<file path="src/rtl/core/aes_pkg.sv">
// ----------------------------------------------------------------------------
// aes_pkg
// shared types, constants and round functions for the aes encryption core
// ----------------------------------------------------------------------------
package aes_pkg;

	localparam int unsigned ROW_W = 4;
	localparam int unsigned WIDX_W = 6;

	localparam logic [2:0] REG_KEY0 = 3'd0;
	localparam logic [2:0] REG_KEY1 = 3'd1;
	localparam logic [2:0] REG_KEY2 = 3'd2;
	localparam logic [2:0] REG_KEY3 = 3'd3;
	localparam logic [2:0] REG_SIZE = 3'd4;

	localparam logic [1:0] SIZE_128 = 2'd0;
	localparam logic [1:0] SIZE_192 = 2'd1;
	localparam logic [1:0] SIZE_256 = 2'd2;

	localparam logic [7:0] SBOX [256] = '{
		8'h63,8'h7C,8'h77,8'h7B,8'hF2,8'h6B,8'h6F,8'hC5,8'h30,8'h01,8'h67,8'h2B,8'hFE,8'hD7,8'hAB,8'h76,
		8'hCA,8'h82,8'hC9,8'h7D,8'hFA,8'h59,8'h47,8'hF0,8'hAD,8'hD4,8'hA2,8'hAF,8'h9C,8'hA4,8'h72,8'hC0,
		8'hB7,8'hFD,8'h93,8'h26,8'h36,8'h3F,8'hF7,8'hCC,8'h34,8'hA5,8'hE5,8'hF1,8'h71,8'hD8,8'h31,8'h15,
		8'h04,8'hC7,8'h23,8'hC3,8'h18,8'h96,8'h05,8'h9A,8'h07,8'h12,8'h80,8'hE2,8'hEB,8'h27,8'hB2,8'h75,
		8'h09,8'h83,8'h2C,8'h1A,8'h1B,8'h6E,8'h5A,8'hA0,8'h52,8'h3B,8'hD6,8'hB3,8'h29,8'hE3,8'h2F,8'h84,
		8'h53,8'hD1,8'h00,8'hED,8'h20,8'hFC,8'hB1,8'h5B,8'h6A,8'hCB,8'hBE,8'h39,8'h4A,8'h4C,8'h58,8'hCF,
		8'hD0,8'hEF,8'hAA,8'hFB,8'h43,8'h4D,8'h33,8'h85,8'h45,8'hF9,8'h02,8'h7F,8'h50,8'h3C,8'h9F,8'hA8,
		8'h51,8'hA3,8'h40,8'h8F,8'h92,8'h9D,8'h38,8'hF5,8'hBC,8'hB6,8'hDA,8'h21,8'h10,8'hFF,8'hF3,8'hD2,
		8'hCD,8'h0C,8'h13,8'hEC,8'h5F,8'h97,8'h44,8'h17,8'hC4,8'hA7,8'h7E,8'h3D,8'h64,8'h5D,8'h19,8'h73,
		8'h60,8'h81,8'h4F,8'hDC,8'h22,8'h2A,8'h90,8'h88,8'h46,8'hEE,8'hB8,8'h14,8'hDE,8'h5E,8'h0B,8'hDB,
		8'hE0,8'h32,8'h3A,8'h0A,8'h49,8'h06,8'h24,8'h5C,8'hC2,8'hD3,8'hAC,8'h62,8'h91,8'h95,8'hE4,8'h79,
		8'hE7,8'hC8,8'h37,8'h6D,8'h8D,8'hD5,8'h4E,8'hA9,8'h6C,8'h56,8'hF4,8'hEA,8'h65,8'h7A,8'hAE,8'h08,
		8'hBA,8'h78,8'h25,8'h2E,8'h1C,8'hA6,8'hB4,8'hC6,8'hE8,8'hDD,8'h74,8'h1F,8'h4B,8'hBD,8'h8B,8'h8A,
		8'h70,8'h3E,8'hB5,8'h66,8'h48,8'h03,8'hF6,8'h0E,8'h61,8'h35,8'h57,8'hB9,8'h86,8'hC1,8'h1D,8'h9E,
		8'hE1,8'hF8,8'h98,8'h11,8'h69,8'hD9,8'h8E,8'h94,8'h9B,8'h1E,8'h87,8'hE9,8'hCE,8'h55,8'h28,8'hDF,
		8'h8C,8'hA1,8'h89,8'h0D,8'hBF,8'hE6,8'h42,8'h68,8'h41,8'h99,8'h2D,8'h0F,8'hB0,8'h54,8'hBB,8'h16
	};

	typedef enum logic [2:0] {
		ST_IDLE,
		ST_EXPAND,
		ST_RD0,
		ST_ARK0,
		ST_ROUND,
		ST_DONE
	} aes_state_t;

	typedef struct packed {
		logic              load_pt;
		logic              exp_start;
		logic              exp_en;
		logic [WIDX_W-1:0] widx;
		logic [2:0]        wmod;
		logic              ark0;
		logic              round_en;
		logic              last;
		logic              out_load;
		logic [ROW_W-1:0]  raddr;
	} aes_cmd_t;

	typedef struct packed {
		logic [3:0] nk;
		logic [3:0] nr;
	} aes_stat_t;

	function automatic logic [7:0] xtime(input logic [7:0] a);
		xtime = {a[6:0], 1'b0} ^ (a[7] ? 8'h1B : 8'h00);
	endfunction

	function automatic logic [31:0] sub_word(input logic [31:0] w);
		sub_word = {SBOX[w[31:24]], SBOX[w[23:16]], SBOX[w[15:8]], SBOX[w[7:0]]};
	endfunction

	// byte b of the state sits at bits 127-8b downto 120-8b
	function automatic logic [127:0] sub_shift(input logic [127:0] s);
		logic [127:0] t;
		t = '0;
		for (int c = 0; c < 4; c++) begin
			for (int r = 0; r < 4; r++) begin
				t[127 - 8*(4*c + r) -: 8] = SBOX[s[127 - 8*(4*((c + r) % 4) + r) -: 8]];
			end
		end
		sub_shift = t;
	endfunction

	function automatic logic [127:0] mix_columns(input logic [127:0] s);
		logic [127:0] t;
		logic [7:0] a0, a1, a2, a3, all;
		t = '0;
		for (int c = 0; c < 4; c++) begin
			a0 = s[127 - 32*c -: 8];
			a1 = s[119 - 32*c -: 8];
			a2 = s[111 - 32*c -: 8];
			a3 = s[103 - 32*c -: 8];
			all = a0 ^ a1 ^ a2 ^ a3;
			t[127 - 32*c -: 8] = a0 ^ all ^ xtime(a0 ^ a1);
			t[119 - 32*c -: 8] = a1 ^ all ^ xtime(a1 ^ a2);
			t[111 - 32*c -: 8] = a2 ^ all ^ xtime(a2 ^ a3);
			t[103 - 32*c -: 8] = a3 ^ all ^ xtime(a3 ^ a0);
		end
		mix_columns = t;
	endfunction

endpackage

</file>
<file path="src/rtl/core/aes_ctrl.sv">
// ----------------------------------------------------------------------------
// aes_ctrl
// sequencer for key expansion, rounds and result hand-off
// ----------------------------------------------------------------------------
module aes_ctrl
	import aes_pkg::*;
(
	input  logic      clk,
	input  logic      arst_n,
	input  logic      in_valid,
	output logic      in_ready,
	output logic      out_valid,
	input  logic      out_ready,
	input  logic      cfg_hit,
	input  aes_stat_t stat,
	output aes_cmd_t  cmd
);

	aes_state_t        state_q, state_d;
	logic              keys_ready_q;
	logic [WIDX_W-1:0] wi_q;
	logic [2:0]        wm_q;
	logic [3:0]        rnd_q;
	logic              out_valid_q;
	logic [6:0]        total;
	logic              wi_last;

	assign total   = {1'b0, stat.nr + 4'd1, 2'b00} ;
	assign wi_last = {1'b0, wi_q} == total - 7'd1;

	always_ff @(posedge clk or negedge arst_n) begin
		if (!arst_n) begin
			state_q <= ST_IDLE;
		end else begin
			state_q <= state_d;
		end
	end

	always_comb begin
		state_d = state_q;
		cmd = '0;
		cmd.widx = wi_q;
		cmd.wmod = wm_q;
		in_ready = 1'b0;
		case (state_q)
			ST_IDLE: begin
				in_ready = 1'b1;
				if (in_valid) begin
					cmd.load_pt = 1'b1;
					cmd.exp_start = !keys_ready_q;
					state_d = keys_ready_q ? ST_RD0 : ST_EXPAND;
				end
			end
			ST_EXPAND: begin
				cmd.exp_en = 1'b1;
				if (wi_last) begin
					state_d = ST_RD0;
				end
			end
			ST_RD0: begin
				state_d = ST_ARK0;
			end
			ST_ARK0: begin
				cmd.ark0 = 1'b1;
				cmd.raddr = ROW_W'(1);
				state_d = ST_ROUND;
			end
			ST_ROUND: begin
				cmd.round_en = 1'b1;
				cmd.last = rnd_q == stat.nr;
				cmd.raddr = cmd.last ? '0 : rnd_q + 4'd1;
				if (cmd.last) begin
					state_d = ST_DONE;
				end
			end
			ST_DONE: begin
				if (!out_valid_q || out_ready) begin
					cmd.out_load = 1'b1;
					state_d = ST_IDLE;
				end
			end
			default: begin
				state_d = ST_IDLE;
			end
		endcase
	end

	always_ff @(posedge clk or negedge arst_n) begin
		if (!arst_n) begin
			keys_ready_q <= 1'b0;
			wi_q <= '0;
			wm_q <= '0;
			rnd_q <= '0;
			out_valid_q <= 1'b0;
		end else begin
			if (cfg_hit) begin
				keys_ready_q <= 1'b0;
			end else if (cmd.exp_en && wi_last) begin
				keys_ready_q <= 1'b1;
			end
			if (cmd.exp_start) begin
				wi_q <= '0;
				wm_q <= '0;
			end else if (cmd.exp_en) begin
				wi_q <= wi_q + 1'b1;
				wm_q <= ({1'b0, wm_q} == stat.nk - 4'd1) ? 3'd0 : wm_q + 3'd1;
			end
			if (cmd.ark0) begin
				rnd_q <= 4'd1;
			end else if (cmd.round_en) begin
				rnd_q <= rnd_q + 4'd1;
			end
			if (cmd.out_load) begin
				out_valid_q <= 1'b1;
			end else if (out_ready) begin
				out_valid_q <= 1'b0;
			end
		end
	end

	assign out_valid = out_valid_q;

	a_keys_from_expand: assert property (@(posedge clk) disable iff (!arst_n)
		$rose(keys_ready_q) |-> $past(state_q) == ST_EXPAND)
		else $error("keys marked ready outside expansion");

	a_no_overwrite: assert property (@(posedge clk) disable iff (!arst_n)
		cmd.out_load |-> (!out_valid_q || out_ready))
		else $error("result overwritten before taken");

	a_round_bound: assert property (@(posedge clk) disable iff (!arst_n)
		state_q == ST_ROUND |-> rnd_q <= stat.nr)
		else $error("round counter past last round");

	a_round_to_done: assert property (@(posedge clk) disable iff (!arst_n)
		cmd.round_en && cmd.last |=> state_q == ST_DONE)
		else $error("last round did not finish");

endmodule

</file>
<file path="config.mk">
export PLATFORM = sky130hd
export DESIGN_NAME = aes_ctrl
export DESIGN_NICKNAME = d
export VERILOG_FILES = /design/src/rtl/core/aes_pkg.sv /design/src/rtl/core/aes_ctrl.sv
export SDC_FILE = /design/constraint.sdc
export NUM_CORES = 1
export LEC_CHECK = 0
export BUFFER_PORTS_ARGS = -buffer_cell sky130_fd_sc_hd__buf_4
export CORE_MARGIN = 2
export CORE_UTILIZATION = 50
export CTS_BUF_LIST = sky130_fd_sc_hd__clkbuf_4 sky130_fd_sc_hd__clkbuf_8
export CTS_CLUSTER_DIAMETER = 30
export DETAILED_ROUTE_END_ITERATION = 7
export PLACE_DENSITY = 0.81
export SKIP_CTS_REPAIR_TIMING = 1
export SYNTH_ARGS = -nofsm -noshare
export SYNTH_HDL_FRONTEND = slang
export SYNTH_SLANG_ARGS = --single-unit
</file>
<file path="constraint.sdc">
create_clock -name clk -period 2.9 [get_ports clk]
set_input_delay 0.29 -clock clk [delete_from_list [all_inputs] [get_ports clk]]
set_output_delay 0.29 -clock clk [all_outputs]
set_load 0.02 [all_outputs]
</file>
==> reports/results.md <==
• 0 — Maximum Capacitance Violations
• 100 ps — clock-pin transition on the worst setup and hold timing paths
• 0.689 — worst slew margin relative to its limit
• 450 µm² — register area
• 0.725 nW — leakage power of the design
• 38 — Cell variety after synth
• 0 — Yosys Warn Count
• 1430 µm² — post-detailed-placement cell area
• 181 — number of filler cells placed in the layout
• 52.4 µm — height of the chip
• 466 ps — transition time at the pin with the least slew margin
• 1170 µm² — synthesized cell area
• 1480 µm² — Design Area, Final
• output port — kind of end point of the critical path
• 0.385 — Yosys top cell area share
• 18 — count of clock tree sinks
• 1890 ps — signal arrival time at the worst endpoint
• 0 — EDFF count, synth
• 129 ps — hold slack
• 805 nW/µm² — ratio of total power to cell area
• 9.21 µm² — mean area per synthesized cell
• 1 — number of levels in the clock H-tree
• 17 — cell row count
• in2reg — Hold/Removal Path Class
• 19 — largest net degree at the start of global routing
• 2740 µm² — die area
• clkbuf_4 — Clock Tree Root
• 2.25 ps — Fin Clk Skew
• dfrtp_1 — cell taking the most area after synthesis
• dfrtp_1 (39%), xor2_1 (6.7%), xnor2_1 (6.0%) — biggest area contributors in the synthesized netlist
• 0 — antenna violations before repair
• 34 — Port-buffer cells
• 1,039 — overall via count from detail_route
• 1.00 — async set-reset flop share out of synthesis
• flip-flop — CP Launch Type
• 663 µm² — area of combinational cells with multiple inputs
• reg2out — startpoint-to-endpoint class of the critical path
• 520 ps — Largest stage delay, worst path
• 2.15 mm — post-detail-place hpwl
• 18 — count of state elements after synthesis
• 290 ps — later-pin clock latency in the skew report
• 13 — largest fanout of any net on the critical path
• 2610 ps — CP required
• 1280 ps — worst setup slack for register-to-register paths
• nor3_2, and2_1, nor2b_1, buf_4 — critical-path cell list
• 1,000 — number of global-route vias before repair
• 0 — final count of negative-setup-slack endpoints
• 0.227 — total routing usage reported by global routing
• 0 — number of antenna repair diodes
• 2 — number of buffers on the longest clock path
• 0 — count of pins over their slew limit
• 0 — detailed-route DRC error count
• 52.4 µm — DIE WIDTH
• 0 — number of endpoints with negative hold slack in the final report
• 180 — net count of the finished layout
• 144 — Post-Synthesis Net Count
• false — setup repair after global routing missed its margin
• 35 — io pins
• 0 ps — total negative slack
• 0.529 — Initial Util
• 2.68 mm — final WL
• 0 — Antenna Violating Nets Remaining
• 26.3% — post-synthesis to final-layout area growth
• 0.385 — sequential share of the synthesized area
• 4.54 mm — wire length of the first global-routing pass
• 2210 µm² — area inside the core boundary
• 14.1 µm — mean routed wirelength per cell
• 0.284 — fraction of final layout cells sized beyond drive strength 1
• 23 — number of DRC markers in iteration 0
• 2180 ps — fin crit period
• 127 — gate count of the mapped netlist
• done — CTS tree
• 0.752 — fraction of the cycle the final worst path needs
• 0.668 — end-of-flow core utilization
• 4 — 1st-pass router iterations
• 5.47 — average vias per placed instance
• 0.600 mV — peak supply drop
• 0.459 GHz — highest clock frequency the design can meet
• dfrtp_1 — most common flop cell mapped by yosys
• 0 — remaining global-route overflow
• 0.922 — weighted congestion reported at the end of routability-driven placement
• complete, no violations — status
• 3 — number of buffers added by the clock tree synthesis step
• dfrtp_1 — standard cell with the maximum stage delay on the critical path
==> critical path, delay by kind of cell, from the launching register on <==
family                 cells  cell delay, ps
buffers and inverters      1             230
flip-flops                 1             520
AND/OR/NAND/NOR            3             840
==> synth_stat cells, types with 2 or more instances <==
master	count
o211ai_1	2
nor2b_1	5
nand2_1	11
o21ai_1	9
nor2_1	14
a21oi_1	3
dfrtp_1	18
or3b_4	2
o2111ai_1	2
xnor2_1	8
and3_1	2
inv_1	5
a22o_1	2
and2_1	5
nand3_1	2
ha_1	4
xor2_1	9
nor3_1	2
a31oi_1	2
buf_2	2
==> layer usage <==
layer | vias up | part of all wire | global-route usage
met5 | - | 0 | 0
met4 | 0 | 0.0075 | 0.0641
met3 | 4 | 0.032 | 0.0371
met2 | 23 | 0.49 | 0.381
met1 | 500 | 0.47 | 0.299
li1 | 512 | - | -
==> cell type report <==
| class | count | area share |
|---|---|---|
| timing repair buffer | 35 | 0.180 |
| inverter | 7 | 0.0186 |
| clock buffer | 4 | 0.0246 |
| sequential | 18 | 0.305 |
| multi-input combinational | 98 | 0.449 |
| tap | 28 | 0.0237 |
==> stage by stage <==
| stage | total power [mW] | cells | worst slack [ps] |
|---|---|---|---|
| global route | 1.28 | 190 | 578 |
| global placement | 1.02 | 185 | 1130 |
| CTS | 1.20 | 189 | 726 |
| finish | 1.19 | 190 | 720 |
| floorplan | 0.830 | 127 | 1070 |
| detailed placement | 1.04 | 185 | 1080 |
==> cells by family (layout without fill, tap and decap cells) <==
kind of cell | Yosys count | count (layout) | synth area share
adder cells (fa/ha/maj) | 4 | 4 | 0.0428
AO/OA/AOI/OAI | 27 | 27 | 0.153
XOR/XNOR | 18 | 18 | 0.147
AND/OR/NAND/NOR | 49 | 49 | 0.225
flip-flops | 18 | 18 | 0.385
buffers and inverters | 11 | 46 | 0.0481
==> state kept, by name, indices dropped and copies added, names as in the netlist <==
signal / count
out_valid: 1
wm_q: 3
keys_ready_q: 1
wi_q: 6
state_q: 3
rnd_q: 4
==> placed cells by master (no fill, tap or decap), types with 2 or more instances in the layout <==
| master | Yosys | layout |
|---|---|---|
| xor2_1 | 9 | 9 |
| a21oi_1 | 3 | 3 |
| nor2b_1 | 5 | 5 |
| inv_1 | 5 | 5 |
| o21ai_1 | 9 | 9 |
| nand3_1 | 2 | 2 |
| ha_1 | 4 | 4 |
| nor2_1 | 14 | 14 |
| xnor2_1 | 8 | 8 |
| a31oi_1 | 2 | 2 |
| o2111ai_1 | 2 | 2 |
| or3b_4 | 2 | 2 |
| dfrtp_1 | 18 | 18 |
| and2_1 | 5 | 5 |
| clkbuf_4 | 0 | 3 |
| a22o_1 | 2 | 2 |
| buf_4 | 1 | 34 |
| nand2_1 | 11 | 11 |
| nor3_1 | 2 | 2 |
| and3_1 | 2 | 2 |
| o211ai_1 | 2 | 2 |
==> power by group <==
part,switching [mW],total [mW],internal (mW)
sequential,0.120,0.444,0.324
clock,0.0793,0.156,0.0765
combinational,0.308,0.590,0.282
total,0.507,1.19,0.683
==> worst paths after layout <==
path                                         from                  endpoint  cells past startpoint
max in group asynchronous                  arst_n       wi_q[4]$_DFFE_PN0P_                      2
min in group asynchronous                  arst_n       wi_q[0]$_DFFE_PN0P_                      2
min                                       cfg_hit  keys_ready_q$_DFFE_PN0P_                      2
min reg2reg                   wi_q[0]$_DFFE_PN0P_       wi_q[0]$_DFFE_PN0P_                      1
max                        state_q[0]$_DFFE_PN0P_                   cmd[18]                      4
max reg2reg                state_q[0]$_DFFE_PN0P_       wi_q[5]$_DFFE_PN0P_                      4
No activity file was read; power rests on OpenSTA's default activity.
